[src/sv/psl_pkg.sv]
// Package for the priority sorted list: field widths, command and status codes,
// sequencer states and the compare request type.
// No dependencies.
package psl_pkg;

    localparam int ID_W        = 16;
    localparam int PRIO_W      = 16;
    localparam int KEY_W       = 16;
    localparam int PAYLOAD_IN_W = 32;
    localparam int STATUS_W    = 2;
    localparam int COUNT_OUT_W = 5;

    typedef enum logic [0:0] {
        CMD_INSERT = 1'b0,
        CMD_REMOVE = 1'b1
    } t_cmd;

    typedef enum logic [STATUS_W-1:0] {
        ST_OK        = 2'd0,
        ST_NOT_FOUND = 2'd1,
        ST_FULL      = 2'd2
    } t_status;

    typedef enum logic [2:0] {
        S_IDLE,
        S_START,
        S_INS,
        S_INS_HEAD,
        S_REM,
        S_DONE
    } t_state;

    typedef enum logic [0:0] {
        CMP_GE = 1'b0,
        CMP_EQ = 1'b1
    } t_cmp_mode;

    typedef struct packed {
        t_cmp_mode        mode;
        logic [KEY_W-1:0] key_a;
        logic [KEY_W-1:0] key_b;
    } t_cmp_req;

endpackage

[src/sv/psl_mem.sv]
// Entry store of the priority sorted list: one write port, one registered read port.
// Depends on nothing.
module psl_mem #(
    parameter int WIDTH = 64,
    parameter int DEPTH = 16
) (
    input  logic                     i_clk,
    input  logic                     i_we,
    input  logic [$clog2(DEPTH)-1:0] i_waddr,
    input  logic [WIDTH-1:0]         i_wdata,
    input  logic [$clog2(DEPTH)-1:0] i_raddr,
    output logic [WIDTH-1:0]         o_rdata
);

    logic [WIDTH-1:0] r_mem [DEPTH];
    logic [WIDTH-1:0] r_rdata;

    always_ff @(posedge i_clk) begin
        if (i_we) begin
            r_mem[i_waddr] <= i_wdata;
        end
        r_rdata <= r_mem[i_raddr];
    end

    assign o_rdata = r_rdata;

endmodule

[src/sv/psl_cmp.sv]
// Shared key compare unit: priority greater-or-equal, or id equality.
// Depends on psl_pkg.
module psl_cmp
    import psl_pkg::*;
(
    input  t_cmp_req i_req,
    output logic     o_hit
);

    always_comb begin
        case (i_req.mode)
            CMP_GE:  o_hit = (i_req.key_a >= i_req.key_b);
            CMP_EQ:  o_hit = (i_req.key_a == i_req.key_b);
            default: o_hit = 1'b0;
        endcase
    end

endmodule

[src/sv/psl_ctrl.sv]
// Sequencer of the priority sorted list: walks the entry store one slot per cycle
// for insert (from the tail) and remove (from the head), using the shared compare.
// Depends on psl_pkg.
module psl_ctrl
    import psl_pkg::*;
#(
    parameter int DEPTH         = 16,
    parameter int PAYLOAD_WIDTH = 32,
    parameter int AW            = $clog2(DEPTH),
    parameter int CW            = $clog2(DEPTH + 1),
    parameter int EW            = ID_W + PRIO_W + PAYLOAD_WIDTH
) (
    input  logic                    i_clk,
    input  logic                    i_rst_n,
    input  logic                    i_valid,
    output logic                    o_ready,
    input  t_cmd                    i_cmd,
    input  logic [ID_W-1:0]         i_id,
    input  logic [PRIO_W-1:0]       i_prio,
    input  logic [PAYLOAD_IN_W-1:0] i_payload,
    input  logic                    i_out_free,
    output logic                    o_done,
    output t_status                 o_status,
    output logic [CW-1:0]           o_count,
    output logic                    o_we,
    output logic [AW-1:0]           o_waddr,
    output logic [EW-1:0]           o_wdata,
    output logic [AW-1:0]           o_raddr,
    input  logic [EW-1:0]           i_rdata,
    output t_cmp_req                o_cmp,
    input  logic                    i_hit
);

    t_state                   r_state, n_state;
    t_cmd                     r_cmd, n_cmd;
    t_status                  r_status, n_status;
    logic [ID_W-1:0]          r_id, n_id;
    logic [PRIO_W-1:0]        r_prio, n_prio;
    logic [PAYLOAD_WIDTH-1:0] r_payload, n_payload;
    logic [AW-1:0]            r_idx, n_idx;
    logic [CW-1:0]            r_count, n_count;
    logic                     r_found, n_found;
    logic [EW-1:0]            new_entry;
    logic [ID_W-1:0]          rd_id;
    logic [PRIO_W-1:0]        rd_prio;
    logic                     last_slot;

    assign new_entry = {r_payload, r_prio, r_id};
    assign rd_id     = i_rdata[ID_W-1:0];
    assign rd_prio   = i_rdata[ID_W +: PRIO_W];
    assign last_slot = (r_idx == AW'(r_count - 1'b1));

    always_comb begin
        o_cmp.mode  = (r_cmd == CMD_INSERT) ? CMP_GE : CMP_EQ;
        o_cmp.key_a = (r_cmd == CMD_INSERT) ? rd_prio : rd_id;
        o_cmp.key_b = (r_cmd == CMD_INSERT) ? r_prio : r_id;
    end

    always_ff @(posedge i_clk) begin
        if (!i_rst_n) begin
            r_state <= S_IDLE;
            r_count <= '0;
            r_found <= 1'b0;
        end else begin
            r_state <= n_state;
            r_count <= n_count;
            r_found <= n_found;
        end
        r_cmd     <= n_cmd;
        r_status  <= n_status;
        r_id      <= n_id;
        r_prio    <= n_prio;
        r_payload <= n_payload;
        r_idx     <= n_idx;
    end

    always_comb begin
        n_state   = r_state;
        n_cmd     = r_cmd;
        n_status  = r_status;
        n_id      = r_id;
        n_prio    = r_prio;
        n_payload = r_payload;
        n_idx     = r_idx;
        n_count   = r_count;
        n_found   = r_found;
        o_ready   = 1'b0;
        o_done    = 1'b0;
        o_we      = 1'b0;
        o_waddr   = '0;
        o_wdata   = new_entry;
        o_raddr   = r_idx;
        case (r_state)
            S_IDLE: begin
                o_ready = 1'b1;
                if (i_valid) begin
                    n_cmd     = i_cmd;
                    n_id      = i_id;
                    n_prio    = i_prio;
                    n_payload = PAYLOAD_WIDTH'(i_payload);
                    n_status  = ST_OK;
                    n_found   = 1'b0;
                    n_state   = S_START;
                end
            end
            S_START: begin
                if (r_cmd == CMD_INSERT) begin
                    if (r_count == CW'(DEPTH)) begin
                        n_status = ST_FULL;
                        n_state  = S_DONE;
                    end else if (r_count == '0) begin
                        o_we    = 1'b1;
                        n_count = CW'(r_count + 1'b1);
                        n_state = S_DONE;
                    end else begin
                        o_raddr = AW'(r_count - 1'b1);
                        n_idx   = AW'(r_count - 1'b1);
                        n_state = S_INS;
                    end
                end else begin
                    if (r_count == '0) begin
                        n_status = ST_NOT_FOUND;
                        n_state  = S_DONE;
                    end else begin
                        o_raddr = '0;
                        n_idx   = '0;
                        n_state = S_REM;
                    end
                end
            end
            S_INS: begin
                o_we    = 1'b1;
                o_waddr = AW'(r_idx + 1'b1);
                if (i_hit) begin
                    n_count = CW'(r_count + 1'b1);
                    n_state = S_DONE;
                end else begin
                    o_wdata = i_rdata;
                    if (r_idx == '0) begin
                        n_state = S_INS_HEAD;
                    end else begin
                        o_raddr = AW'(r_idx - 1'b1);
                        n_idx   = AW'(r_idx - 1'b1);
                    end
                end
            end
            S_INS_HEAD: begin
                o_we    = 1'b1;
                n_count = CW'(r_count + 1'b1);
                n_state = S_DONE;
            end
            S_REM: begin
                if (r_found) begin
                    o_we    = 1'b1;
                    o_waddr = AW'(r_idx - 1'b1);
                    o_wdata = i_rdata;
                end else if (i_hit) begin
                    n_found = 1'b1;
                end
                if (last_slot) begin
                    if (r_found || i_hit) begin
                        n_count = CW'(r_count - 1'b1);
                    end else begin
                        n_status = ST_NOT_FOUND;
                    end
                    n_state = S_DONE;
                end else begin
                    o_raddr = AW'(r_idx + 1'b1);
                    n_idx   = AW'(r_idx + 1'b1);
                end
            end
            S_DONE: begin
                if (i_out_free) begin
                    o_done  = 1'b1;
                    n_state = S_IDLE;
                end
            end
            default: begin
                n_state = S_IDLE;
            end
        endcase
    end

    assign o_status = r_status;
    assign o_count  = r_count;

    a_count_bound: assert property (@(posedge i_clk) disable iff (!i_rst_n)
        r_count <= CW'(DEPTH))
        else $error("entry count above depth");

    a_full_status: assert property (@(posedge i_clk) disable iff (!i_rst_n)
        (o_done && (r_status == ST_FULL)) |-> (r_count == CW'(DEPTH)))
        else $error("full status with free slots");

    a_write_busy: assert property (@(posedge i_clk) disable iff (!i_rst_n)
        o_we |-> (r_state != S_IDLE && r_state != S_DONE))
        else $error("store write outside a walk");

    a_count_hold: assert property (@(posedge i_clk) disable iff (!i_rst_n)
        (r_state == S_IDLE) |=> (r_count == $past(r_count)))
        else $error("count changed while idle");

endmodule

[src/sv/priority_sorted_list_top.sv]
// Priority sorted list: an insert into a list that is neither empty nor full, and a remove
// from a non-empty list, walk the entry store one slot per cycle. One item at a time.
// Result waits in an output register so the next item is accepted while it is held.
// Reset (i_rst_n low, synchronous) empties the list; store contents are not cleared.
module priority_sorted_list_top
    import psl_pkg::*;
#(
    parameter int DEPTH         = 16,
    parameter int PAYLOAD_WIDTH = 32
) (
    input  logic        i_clk,
    input  logic        i_rst_n,
    input  logic        s_axis_tvalid,
    output logic        s_axis_tready,
    input  logic [63:0] s_axis_tdata,  // entry_id[15:0], priority_req[31:16], payload[63:32]
    input  logic [0:0]  s_axis_tuser,  // command[0]
    output logic        m_axis_tvalid,
    input  logic        m_axis_tready,
    output logic [7:0]  m_axis_tdata,  // count[4:0], empty_res[5], zero[7:6]
    output logic [1:0]  m_axis_tuser   // status[1:0]
);

    localparam int AW = $clog2(DEPTH);
    localparam int CW = $clog2(DEPTH + 1);
    localparam int EW = ID_W + PRIO_W + PAYLOAD_WIDTH;

    logic                   out_free;
    logic                   done;
    t_status                status;
    logic [CW-1:0]          count;
    logic                   we;
    logic [AW-1:0]          waddr;
    logic [AW-1:0]          raddr;
    logic [EW-1:0]          wdata;
    logic [EW-1:0]          rdata;
    t_cmp_req               cmp_req;
    logic                   hit;

    logic                   r_out_valid;
    t_status                r_out_status;
    logic [COUNT_OUT_W-1:0] r_out_count;
    logic                   r_out_empty;

    assign out_free = !r_out_valid || m_axis_tready;

    psl_ctrl #(
        .DEPTH         (DEPTH),
        .PAYLOAD_WIDTH (PAYLOAD_WIDTH)
    ) u_ctrl (
        .i_clk      (i_clk),
        .i_rst_n    (i_rst_n),
        .i_valid    (s_axis_tvalid),
        .o_ready    (s_axis_tready),
        .i_cmd      (t_cmd'(s_axis_tuser)),
        .i_id       (s_axis_tdata[15:0]),
        .i_prio     (s_axis_tdata[31:16]),
        .i_payload  (s_axis_tdata[63:32]),
        .i_out_free (out_free),
        .o_done     (done),
        .o_status   (status),
        .o_count    (count),
        .o_we       (we),
        .o_waddr    (waddr),
        .o_wdata    (wdata),
        .o_raddr    (raddr),
        .i_rdata    (rdata),
        .o_cmp      (cmp_req),
        .i_hit      (hit)
    );

    psl_mem #(
        .WIDTH (EW),
        .DEPTH (DEPTH)
    ) u_mem (
        .i_clk   (i_clk),
        .i_we    (we),
        .i_waddr (waddr),
        .i_wdata (wdata),
        .i_raddr (raddr),
        .o_rdata (rdata)
    );

    psl_cmp u_cmp (
        .i_req (cmp_req),
        .o_hit (hit)
    );

    always_ff @(posedge i_clk) begin
        if (!i_rst_n) begin
            r_out_valid <= 1'b0;
        end else if (done) begin
            r_out_valid <= 1'b1;
        end else if (m_axis_tready) begin
            r_out_valid <= 1'b0;
        end
        if (done) begin
            r_out_status <= status;
            r_out_count  <= COUNT_OUT_W'(count);
            r_out_empty  <= (count == '0);
        end
    end

    assign m_axis_tvalid = r_out_valid;
    assign m_axis_tdata  = {2'b00, r_out_empty, r_out_count};
    assign m_axis_tuser  = r_out_status;

    a_no_overwrite: assert property (@(posedge i_clk) disable iff (!i_rst_n)
        done |-> (!r_out_valid || m_axis_tready))
        else $error("result register overwritten");

    a_idle_when_held: assert property (@(posedge i_clk) disable iff (!i_rst_n)
        (s_axis_tvalid && s_axis_tready) |=> !done)
        else $error("result right after accept");

endmodule

[config.mk]
export PLATFORM = sky130hd
export DESIGN_NAME = priority_sorted_list_top
export DESIGN_NICKNAME = d
export VERILOG_FILES = /design/src/sv/psl_pkg.sv /design/src/sv/psl_mem.sv /design/src/sv/psl_cmp.sv /design/src/sv/psl_ctrl.sv /design/src/sv/priority_sorted_list_top.sv
export SDC_FILE = /design/constraint.sdc
export NUM_CORES = 1
export LEC_CHECK = 0
export BUFFER_PORTS_ARGS = -buffer_cell sky130_fd_sc_hd__buf_2
export CAP_MARGIN = 10
export CORE_ASPECT_RATIO = 1.2
export CORE_MARGIN = 4
export CORE_UTILIZATION = 45
export CTS_CLUSTER_SIZE = 28
export DETAILED_ROUTE_END_ITERATION = 7
export SYNTH_ARGS = -nofsm -noshare
export SYNTH_HDL_FRONTEND = slang
export SYNTH_SLANG_ARGS = --single-unit
[constraint.sdc]
create_clock -name i_clk -period 6.23 [get_ports i_clk]
set_input_delay 0.9345 -clock i_clk [delete_from_list [all_inputs] [get_ports i_clk]]
set_output_delay 0.9345 -clock i_clk [all_outputs]
set_load 0.05 [all_outputs]
**After elaboration in Yosys (flattened, before gate mapping)**

Memory sizes are Yosys's and may differ from the RTL's. A register that Yosys moved wholly into a read port is not among the register bits.
Cells that the tools add are included.

- Register bits after elaboration: 89
- Bits in latches: 0
- Memory bits (writable): 1024
- Bits in read-only memories: 0
- Bits of input ports: 69
- Output and inout port bits: 12
- Logic and storage cells: 113
- Memories kept: 1

- Add/subtract/negate cells: 4
- Multipliers: 0
- Div/mod/pow operators: 0
- $lt $le $gt $ge: 1
- Equality and inequality tests: 20
- Shifts and indexed selects: 0
- Muxes and demuxes: 57
- Bitwise logic cells: 1
- Reductions and logical operators: 16

Memory list:

| name | words | width | read ports | clocked after memory_dff | write ports | line | text |
|---|---|---|---|---|---|---|---|
| u_mem.r_mem | 16 | 64 | 1 | 1 | 1 | psl_mem.sv:15 | `logic [WIDTH-1:0] r_mem [DEPTH];` |

Operators with widths:

| operator | number |
|---|---|
| 2-to-1 mux 64 bit | 2 |
| case mux 64 bit (2 select lines) | 1 |
| 2-to-1 mux 16 bit | 2 |
| 2-to-1 mux 4 bit | 8 |
| 2-to-1 mux 5 bit | 6 |
| 2-to-1 mux 3 bit | 8 |
| case mux 5 bit (4 select lines) | 1 |
| case mux 3 bit (6 select lines) | 1 |
| equality test 16 bit | 1 |
| greater-or-equal comparator 16 bit | 1 |
| 2-to-1 mux 1 bit | 16 |
| 2-to-1 mux 2 bit | 6 |
| inequality test 2 bit, second input constant | 6 |
| case mux 4 bit (3 select lines) | 1 |
| case mux 4 bit (2 select lines) | 1 |
| AND reduction 7 bit | 1 |
| equality test 3 x 2 -> 1 bit, second input constant | 2 |
| equality test 3 bit, second input constant | 2 |
| inequality test 2 x 1 -> 1 bit, second input constant | 3 |
| inequality test 3 x 1 -> 1 bit, second input constant | 2 |
| case mux 2 bit (3 select lines) | 1 |
| AND reduction 6 bit | 1 |
| adder 5 x 1 -> 5 bit, second input constant | 1 |
| equality test 5 bit, second input constant | 1 |
| 20 further kinds | 24 |

**Longest topological paths before layout**

Gate-level depths: netlist of the first run.

- Depth in word-level cells: 7
- Gate-level depth with buffers: 17
- Mapped depth without buffers: 12

**Hierarchy**

From an unflattened synthesis of the first run, not the netlist that was laid out.

- Cells, all modules: 2212
- Area, all modules: 45003.2 um^2

By module, submodules not included:

| module | instances | cells each | area each (um^2) | sequential area each (um^2) |
|---|---|---|---|---|
| psl_mem | 1 | 1647 | 39581.7 | 32030.7 |
| psl_ctrl | 1 | 490 | 4690.7 | 2272.2 |
| psl_cmp | 1 | 57 | 415.4 | 0.0 |
| priority_sorted_list_top | 1 | 18 | 315.3 | 260.2 |

**Worst setup path after synthesis of the first run**

OpenSTA, ideal clock, no wires.

- Path type: register to register
- From: register u_ctrl.r_cmd
- To: register u_mem.r_rdata[10], in the netlist u_mem.o_rdata[10] (read register of u_mem.r_mem)
- Library setup time: 127 ps
- Arrival: 4204 ps
- Required time: 6103 ps
- Path slack: 1899 ps
- Stages on the path, launching flop included: 16
- Path buffers: 3
- Clock period less this slack: 4331 ps
- Cell sequence: edfxtp_1 > clkbuf_1 > clkbuf_1 > mux2_2 > ha_1 > nand4_1 > nor4_1 > a21boi_2 > o41ai_4 > nand3_1 > a311o_1 > nand3b_1 > clkbuf_1 > o22a_1 > o221ai_1 > or3_1

- Longest elaborated chain between the ends: 5
- Elaborated cells between the ends (all ways): 10
- Classes of those cells: 1 x order compare; 1 x eq/ne; 7 x mux; 1 x bitwise

Ends and longest elaborated chain:

| what | line | text |
|---|---|---|
| from (decl) | psl_ctrl.sv:35 | `t_cmd r_cmd, n_cmd;` |
| from (signal assigned) | psl_ctrl.sv:69 | `r_cmd <= n_cmd;` |
| 2-to-1 mux 16 bit, or another cell as far along | psl_ctrl.sv:55 | `o_cmp.key_a = (r_cmd == CMD_INSERT) ? rd_prio : rd_id;` |
| greater-or-equal comparator 16 bit, or another cell as far along | psl_cmp.sv:12 | `CMP_GE: o_hit = (i_req.key_a >= i_req.key_b);` |
| case mux 1 bit (2 select lines) | psl_cmp.sv:11 | `case (i_req.mode)` |
| 2-to-1 mux 4 bit | -- |  |
| case mux 4 bit (3 select lines) (*) | -- |  |
| named net raddr[3] | priority_sorted_list_top.sv:33 | `logic [AW-1:0] raddr;` |
| to (decl) | psl_mem.sv:16 | `logic [WIDTH-1:0] r_rdata;` |

Mark *: on every way through the listed nets, which the timed path passes. The rest lies on a longest branch.
A chain may end at the register's enable or synchronous reset.

**Worst setup path in the final report of the first run**

- From: register u_ctrl.r_cmd
- To: register u_mem.r_rdata[6], in the netlist u_mem.o_rdata[6] (read register of u_mem.r_mem)

Same word-level chain as after synthesis.

==> results of run 1 <==
[layout make-up]
class / instances / area (um^2) / area share
Inverter: 11 / 41.29 / 0.001511
Multi-Input combinational cell: 708 / 6117 / 0.2239
Sequential cell: 601 / 17590 / 0.6437
Clock buffer: 74 / 1543 / 0.05647
Timing Repair Buffer: 96 / 718.2 / 0.02629
Clock inverter: 34 / 431.7 / 0.01580
Tap cell: 705 / 882.1 / 0.03229
[where the power goes]
part / leakage [uW] / switching [uW] / total [uW] / internal [uW]
Clock: 0.000955 / 1450 / 3620 / 2160
Sequential: 0.00540 / 232 / 5270 / 5040
Combinational: 0.00308 / 3250 / 5820 / 2570
Total: 0.00943 / 4940 / 14700 / 9770
[synth_stat cells (all sizes together) (13+ instances only)]
cell and count:
edfxtp 555, mux2i 273, o22ai 66, mux2 50
buf 46, dfxtp 46, nor2 35, or3 35
o22a 34, o221ai 33, clkbuf 30, nand2 29
a21oi 24, ha 20, o21ai 13
[metal layers]
| layer | share of wire | up-vias |
|---|---|---|
| met5 | 0 | - |
| met4 | 0.023 | 0 |
| met3 | 0.053 | 78 |
| met2 | 0.48 | 366 |
| met1 | 0.45 | 6373 |
| li1 | - | 5728 |
[path summary, 6_finish.rpt]
| path | start | endpoint | slack [ps] | depth (start not counted) |
|---|---|---|---|---|
| worst max register to register | u_ctrl.r_cmd$_DFFE_PP_ | u_mem.o_rdata[6]$_DFF_P_ | 1060 | 14 |
| worst min-delay path | u_ctrl.o_status[0]$_DFFE_PP_ | m_axis_tuser[0]$_DFFE_PP_ | 420 | 0 |
| worst min register to register | u_ctrl.o_status[0]$_DFFE_PP_ | m_axis_tuser[0]$_DFFE_PP_ | 420 | 0 |
| worst max-delay path | u_ctrl.r_cmd$_DFFE_PP_ | u_mem.o_rdata[6]$_DFF_P_ | 1060 | 14 |
[flip-flops by register name, indices dropped and copies added (netlist names)]
name / flops
u_ctrl.r_cmd: 1
u_mem.r_mem: 512
u_ctrl.r_state: 3
u_ctrl.o_status: 2
u_ctrl.o_count: 5
r_out_empty: 1
r_out_count: 5
u_ctrl.r_idx: 4
u_mem.o_rdata: 32
m_axis_tuser: 2
u_ctrl.r_found: 1
m_axis_tvalid: 1
u_ctrl.r_id: 16
u_ctrl.r_prio: 16
[cells in the final DEF, fill, tap and decap left out, types with 20 or more instances in the layout]
master,instances
a21oi_1,24
buf_2,46
buf_4,41
clkbuf_16,59
dfxtp_1,46
edfxtp_1,555
ha_1,20
mux2_2,49
mux2i_1,273
nand2_1,26
o221ai_1,33
o22a_1,34
o22ai_1,66
or3_1,34
[per-stage QoR]
step / util / power [uW]
6_report: 0.5182 / 14710
2_1_floorplan: - / 9714
4_1_cts: 0.5182 / 14810
3_5_place_dp: 0.4808 / 11210
5_1_grt: 0.5182 / 15440
3_3_place_gp: 0.4808 / 11150
[cells by family (layout without fill, tap and decap cells)]
logic type | Yosys count | after routing | share of synthesized area
adder cells (fa/ha/maj) | 20 | 20 | 0.01040
AO/OA/AOI/OAI | 202 | 202 | 0.06221
flip-flops | 601 | 601 | 0.7311
XOR/XNOR | 13 | 13 | 0.005929
multiplexers | 323 | 323 | 0.1370
AND/OR/NAND/NOR | 148 | 148 | 0.03241
buffers and inverters | 87 | 215 | 0.02075
other | 1 | 2 | 0.0001559
==> flow_summary.toml, run 1 <==
[min_path]
holdCritPathClass = "register to register"

[clock_tree]
cts_setup_buffers = 0
cts_buffers = 57
cts_tree = "built"
root_buffer = "clkbuf_16"
clock-sinks = 601
cts_resized = 0
clk_latency_ps = 620
clkTransAtPathRegs_ps = 60
cts_buffer_depth = 3
cts-htree-levels = 2
hold_buffers = 0

[placed_design]
dp.cells = 2121
hpwl_um = 32660
place_area_um2 = 25350
portBuffers = 46
pre_cts_ws_ps = 1055
globalplace.congestion = 0.7949

[routing]
post_drt_wl_per_cell_um = 25.00
drt-pass1-iter-count = 5
via_per_inst = 5.628
drt_wl_total_um = 55720
drcViolationCount = 0
vias = 12550
antenna_left = 0
drt_iter0_drc = 1012

[logic_synthesis]
syn_area_um2 = 24050
synth.ff_latch_count = 601
async_flop_share = 0
synth_edf_count = 555
yosysWarningCount = 0
avgSynthCellArea_um2 = 17.24
synth_top_area_share = 0.6928
synth_top_area_cell = "edfxtp_1"
synthCells = 1395
synth-main-ff-cell = "edfxtp_1"
synth_cell_types = 65
synth_area_leaders = "edfxtp_1 69%, mux2i_1 11%, dfxtp_1 3.8%"
yosysSeqAreaShare = 0.7311

[finish]
nets = 1564
areaGrowthSynthToFinish_pct = 13.58
layoutNonFillerInstCount = 2229
n_fill_cell = 4303
diodes = 0
finalInstanceArea_um2 = 27320
drive_above_1_share = 0.1739

[global_routing]
grt_pass1_wl_um = 81920
grt.overflow.total = 0
grt_pass1_vias = 12550
antenna_found_initial = 0
grt_usage = 0.1953
met2_usage = 0.3158
grt_max_degree = 39
grt_use_met1 = 0.2793
gr-usage-met3 = 0.02727
grt-busiest-layer = "met2"

[sta]
setup_tns_ps = 0
skew_ps = 27.35
hold_slack_ps = 419.1
fin_crit_ps = 5168
rsz0062_at_grt = "no"
max-slew-margin-rel = 0.3166
setup_ws_ps = 1062
final-setup-viol-count = 0
post-route-period-util = 0.8295
tightest_slew_ps = 1025
max_freq_ghz = 0.1935
finalHoldViolCount = 0
drv_slew = 0

[setup_path]
worstSetupEndpointType = "register"
start_kind = "register"
cp_top_family = "compound AO/OA/AOI/OAI gates"
cp.arrival_ps = 5660
crit_path_top_delay_cell = "o41ai_4"
cpMostUsedCell = "buf_12"
path_buf_inv = 2
crit_type = "register to register"
path_max_fanout = 38
required_ps = 6730
cpPeakStageDelay_ps = 680
cp_cell_sequence = "buf_12 -> mux2_2 -> ha_1 -> nand4_1 -> nor4_1 -> a21boi_2 -> o41ai_4 -> a221oi_1 -> o211ai_2 -> or3b_2 -> buf_12 -> o22a_1 -> o221ai_1 -> or3_1"

[floorplan]
die_h_um = 261.3
rows = 92
io-pin-count = 81
initial_core_util = 0.4563
die_w_um = 219.1
core-area_um2 = 52720
dieArea_um2 = 57230

[pwr]
p_leak_uw = 0.009428
power_density_nw_per_um2 = 538.4
peakVddDrop_v = 0.0002949

[run_status]
run_status = "finished clean"

[flow_run]
maxCapViolations = 0
Power figures use the tool's default switching activity.
==> inputs of run 2 (changes only) <==
--- a/config.mk
+++ b/config.mk
@@ -5,6 +5,7 @@
 export SDC_FILE = /design/constraint.sdc
 export NUM_CORES = 1
 export LEC_CHECK = 0
+export ABC_AREA = 1
 export BUFFER_PORTS_ARGS = -buffer_cell sky130_fd_sc_hd__buf_2
 export CAP_MARGIN = 10
 export CORE_ASPECT_RATIO = 1.2
==> constraint.sdc (replaced) <==
create_clock -name i_clk -period 4.22 [get_ports i_clk]
set_input_delay 0.633 -clock i_clk [delete_from_list [all_inputs] [get_ports i_clk]]
set_output_delay 0.633 -clock i_clk [all_outputs]
set_load 0.05 [all_outputs]
==> flow_summary.toml, run 2 <==
[run_status]
run_status = "finished clean"

[sta]
final-setup-viol-count = 0
drv_slew = 0
tightest_slew_ps = 1336
fin_crit_ps = 3889
finalHoldViolCount = 0
rsz0062_at_grt = "no"
skew_ps = 19.35
post-route-period-util = 0.9215
setup_tns_ps = 0
max_freq_ghz = 0.2572
setup_ws_ps = 331.3
max-slew-margin-rel = 0.1095

[finish]
areaGrowthSynthToFinish_pct = 12.97
finalInstanceArea_um2 = 31030
final_common_cell = "nand3_1"
drive_above_1_share = 0.09861
nets = 2777
final_cell_mix = "596 x nand3_1, 555 x edfxtp_1, 455 x inv_1"
largest_reg_flops = 512
top_register = "u_mem.r_mem"
utilization = 0.5165
diodes = 0

[setup_path]
path_max_fanout = 67
cpPeakStageDelay_ps = 1000
worstSetupEndpointType = "register"
cp.arrival_ps = 4100
required_ps = 4430
crit_path_top_delay_cell = "o221ai_1"
crit_type = "register to register"
start_kind = "register"
worst-r2r-cell-count = 16
r2r-start = "u_ctrl.r_cmd$_DFFE_PP_"
cp_cell_sequence = "buf_12 -> nand2_1 -> o21ai_0 -> ha_1 -> nand2_1 -> inv_1 -> nand2_1 -> nand2_1 -> a21oi_1 -> nand3_1 -> nand2_1 -> nand2_1 -> nor2_1 -> clkinv_1 -> buf_4 -> o221ai_1"
rrSetupSlack_ps = 330
reg2reg_to = "u_mem.r_mem[9][22]$_DFFE_PP_"
cpMostUsedCell = "nand2_1"

[global_routing]
grt-busiest-layer = "met2"
grt_usage = 0.2245
grt_use_met1 = 0.2981
met2_usage = 0.3756
grt_pass1_vias = 18720
antenna_found_initial = 0
grt_max_degree = 145
grt_pass1_wl_um = 111100
grt.overflow.total = 0
gr-usage-met3 = 0.03224

[clock_tree]
hold_buffers = 0
cts_buffers = 58
cts_tree = "built"
cts_resized = 0
cts_setup_buffers = 0
root_buffer = "clkbuf_16"
clkTransAtPathRegs_ps = 60
cts-htree-levels = 2
cts_buffer_depth = 3
clk_latency_ps = 610
clock-sinks = 601

[logic_synthesis]
synth.most_common_cell = "nand3_1"
async_flop_share = 0
synth_cell_types = 40
synth-main-ff-cell = "edfxtp_1"
syn_area_um2 = 27470
synth_area_leaders = "edfxtp_1 61%, nand3_1 11%, inv_1 6.2%"
synthTopCellsByCount = "596 x nand3_1, 555 x edfxtp_1, 456 x inv_1, 430 x nand2_1, 129 x nand3b_1"
synth_top_area_share = 0.6067
yosysSeqAreaShare = 0.6402
yosysWarningCount = 0
synth_top_area_cell = "edfxtp_1"
synth_edf_count = 555
avgSynthCellArea_um2 = 10.35
synth.ff_latch_count = 601
synthCells = 2655

[min_path]
holdCritPathClass = "input pin to register"
hold_start = "s_axis_tdata[26]"
hold_end = "u_ctrl.r_prio[10]$_DFFE_PP_"
whs_path_depth = 1

[routing]
drt-pass1-iter-count = 6
post_drt_wl_per_cell_um = 21.04
drcViolationCount = 0
drt_iter0_drc = 1732
via_per_inst = 5.527
drt_wl_total_um = 74450
vias = 19550
antenna_left = 0

[flow_run]
maxCapViolations = 0

[placed_design]
hpwl_um = 40930
globalplace.congestion = 0.8786
place_area_um2 = 28920
pre_cts_ws_ps = 402.7
portBuffers = 46

[floorplan]
io-pin-count = 81
die_h_um = 278.7
dieArea_um2 = 65080
die_w_um = 233.5
rows = 98
core-area_um2 = 60080
initial_core_util = 0.4572
-- run 2: final cells by class --
class,instances,area (um^2)
inverter,467,1753
timing repair buffer,130,1136
multi-input combinational,1430,7463
fill,5217,29050
tap,800,1001
sequential,601,17590
clock buffer,74,1605
clock inverter,36,486.7
-- run 2: worst max-delay path by stage --
stage,from,to,slack [ps],cells after the start
after floorplan,u_ctrl.r_idx[0]$_DFF_P_,u_mem.r_mem[0][0]$_DFFE_PP_,100,6
after global placement,u_ctrl.r_cmd$_DFFE_PP_,u_mem.o_rdata[13]$_DFF_P_,470,23
after detailed placement,u_ctrl.r_cmd$_DFFE_PP_,u_mem.r_mem[0][18]$_DFFE_PP_,400,16
after CTS,u_ctrl.r_cmd$_DFFE_PP_,u_mem.r_mem[7][18]$_DFFE_PP_,420,16
after global routing,u_ctrl.r_cmd$_DFFE_PP_,u_mem.o_rdata[8]$_DFF_P_,100,22
final,u_ctrl.r_cmd$_DFFE_PP_,u_mem.r_mem[9][22]$_DFFE_PP_,330,16
-- run 2: through the flow --
stage,hold slack (ps),std cells
after CTS,160.2,3535
after global routing,182.1,3538
final,201.7,3538
after floorplan,400.3,2656
after detailed placement,407.4,3425
after global placement,401.1,3425
-- run 2: kinds of logic (layout without fill, tap and decap cells) --
group,count (synthesis),after routing,share of synthesized area
AO/OA/AOI/OAI,182,182,0.03872
XOR/XNOR,8,8,0.002551
adder cells (fa/ha/maj),20,20,0.009110
buffers and inverters,625,707,0.09515
flip-flops,601,601,0.6402
other,1,2,0.0001365
AND/OR/NAND/NOR,1218,1218,0.2141
-- run 2: worst max-delay path, delay by kind of cell, from the launching register on --
kind	cells	cell delay [ps]
AO/OA/AOI/OAI	3	1240
adder cells (fa/ha/maj)	1	320
buffers and inverters	4	710
flip-flops	1	420
AND/OR/NAND/NOR	8	770
-- run 2: routing by layer --
| layer | vias to the layer above | wire (um) |
|---|---|---|
| met5 | - | 0 |
| met4 | 0 | 2686 |
| met3 | 170 | 5153 |
| met2 | 800 | 35760 |
| met1 | 9526 | 30850 |
| li1 | 9057 | - |
Power of run 2 is not shown: default switching activity piles up to over one toggle a cycle in this logic, so the estimate is an artifact.
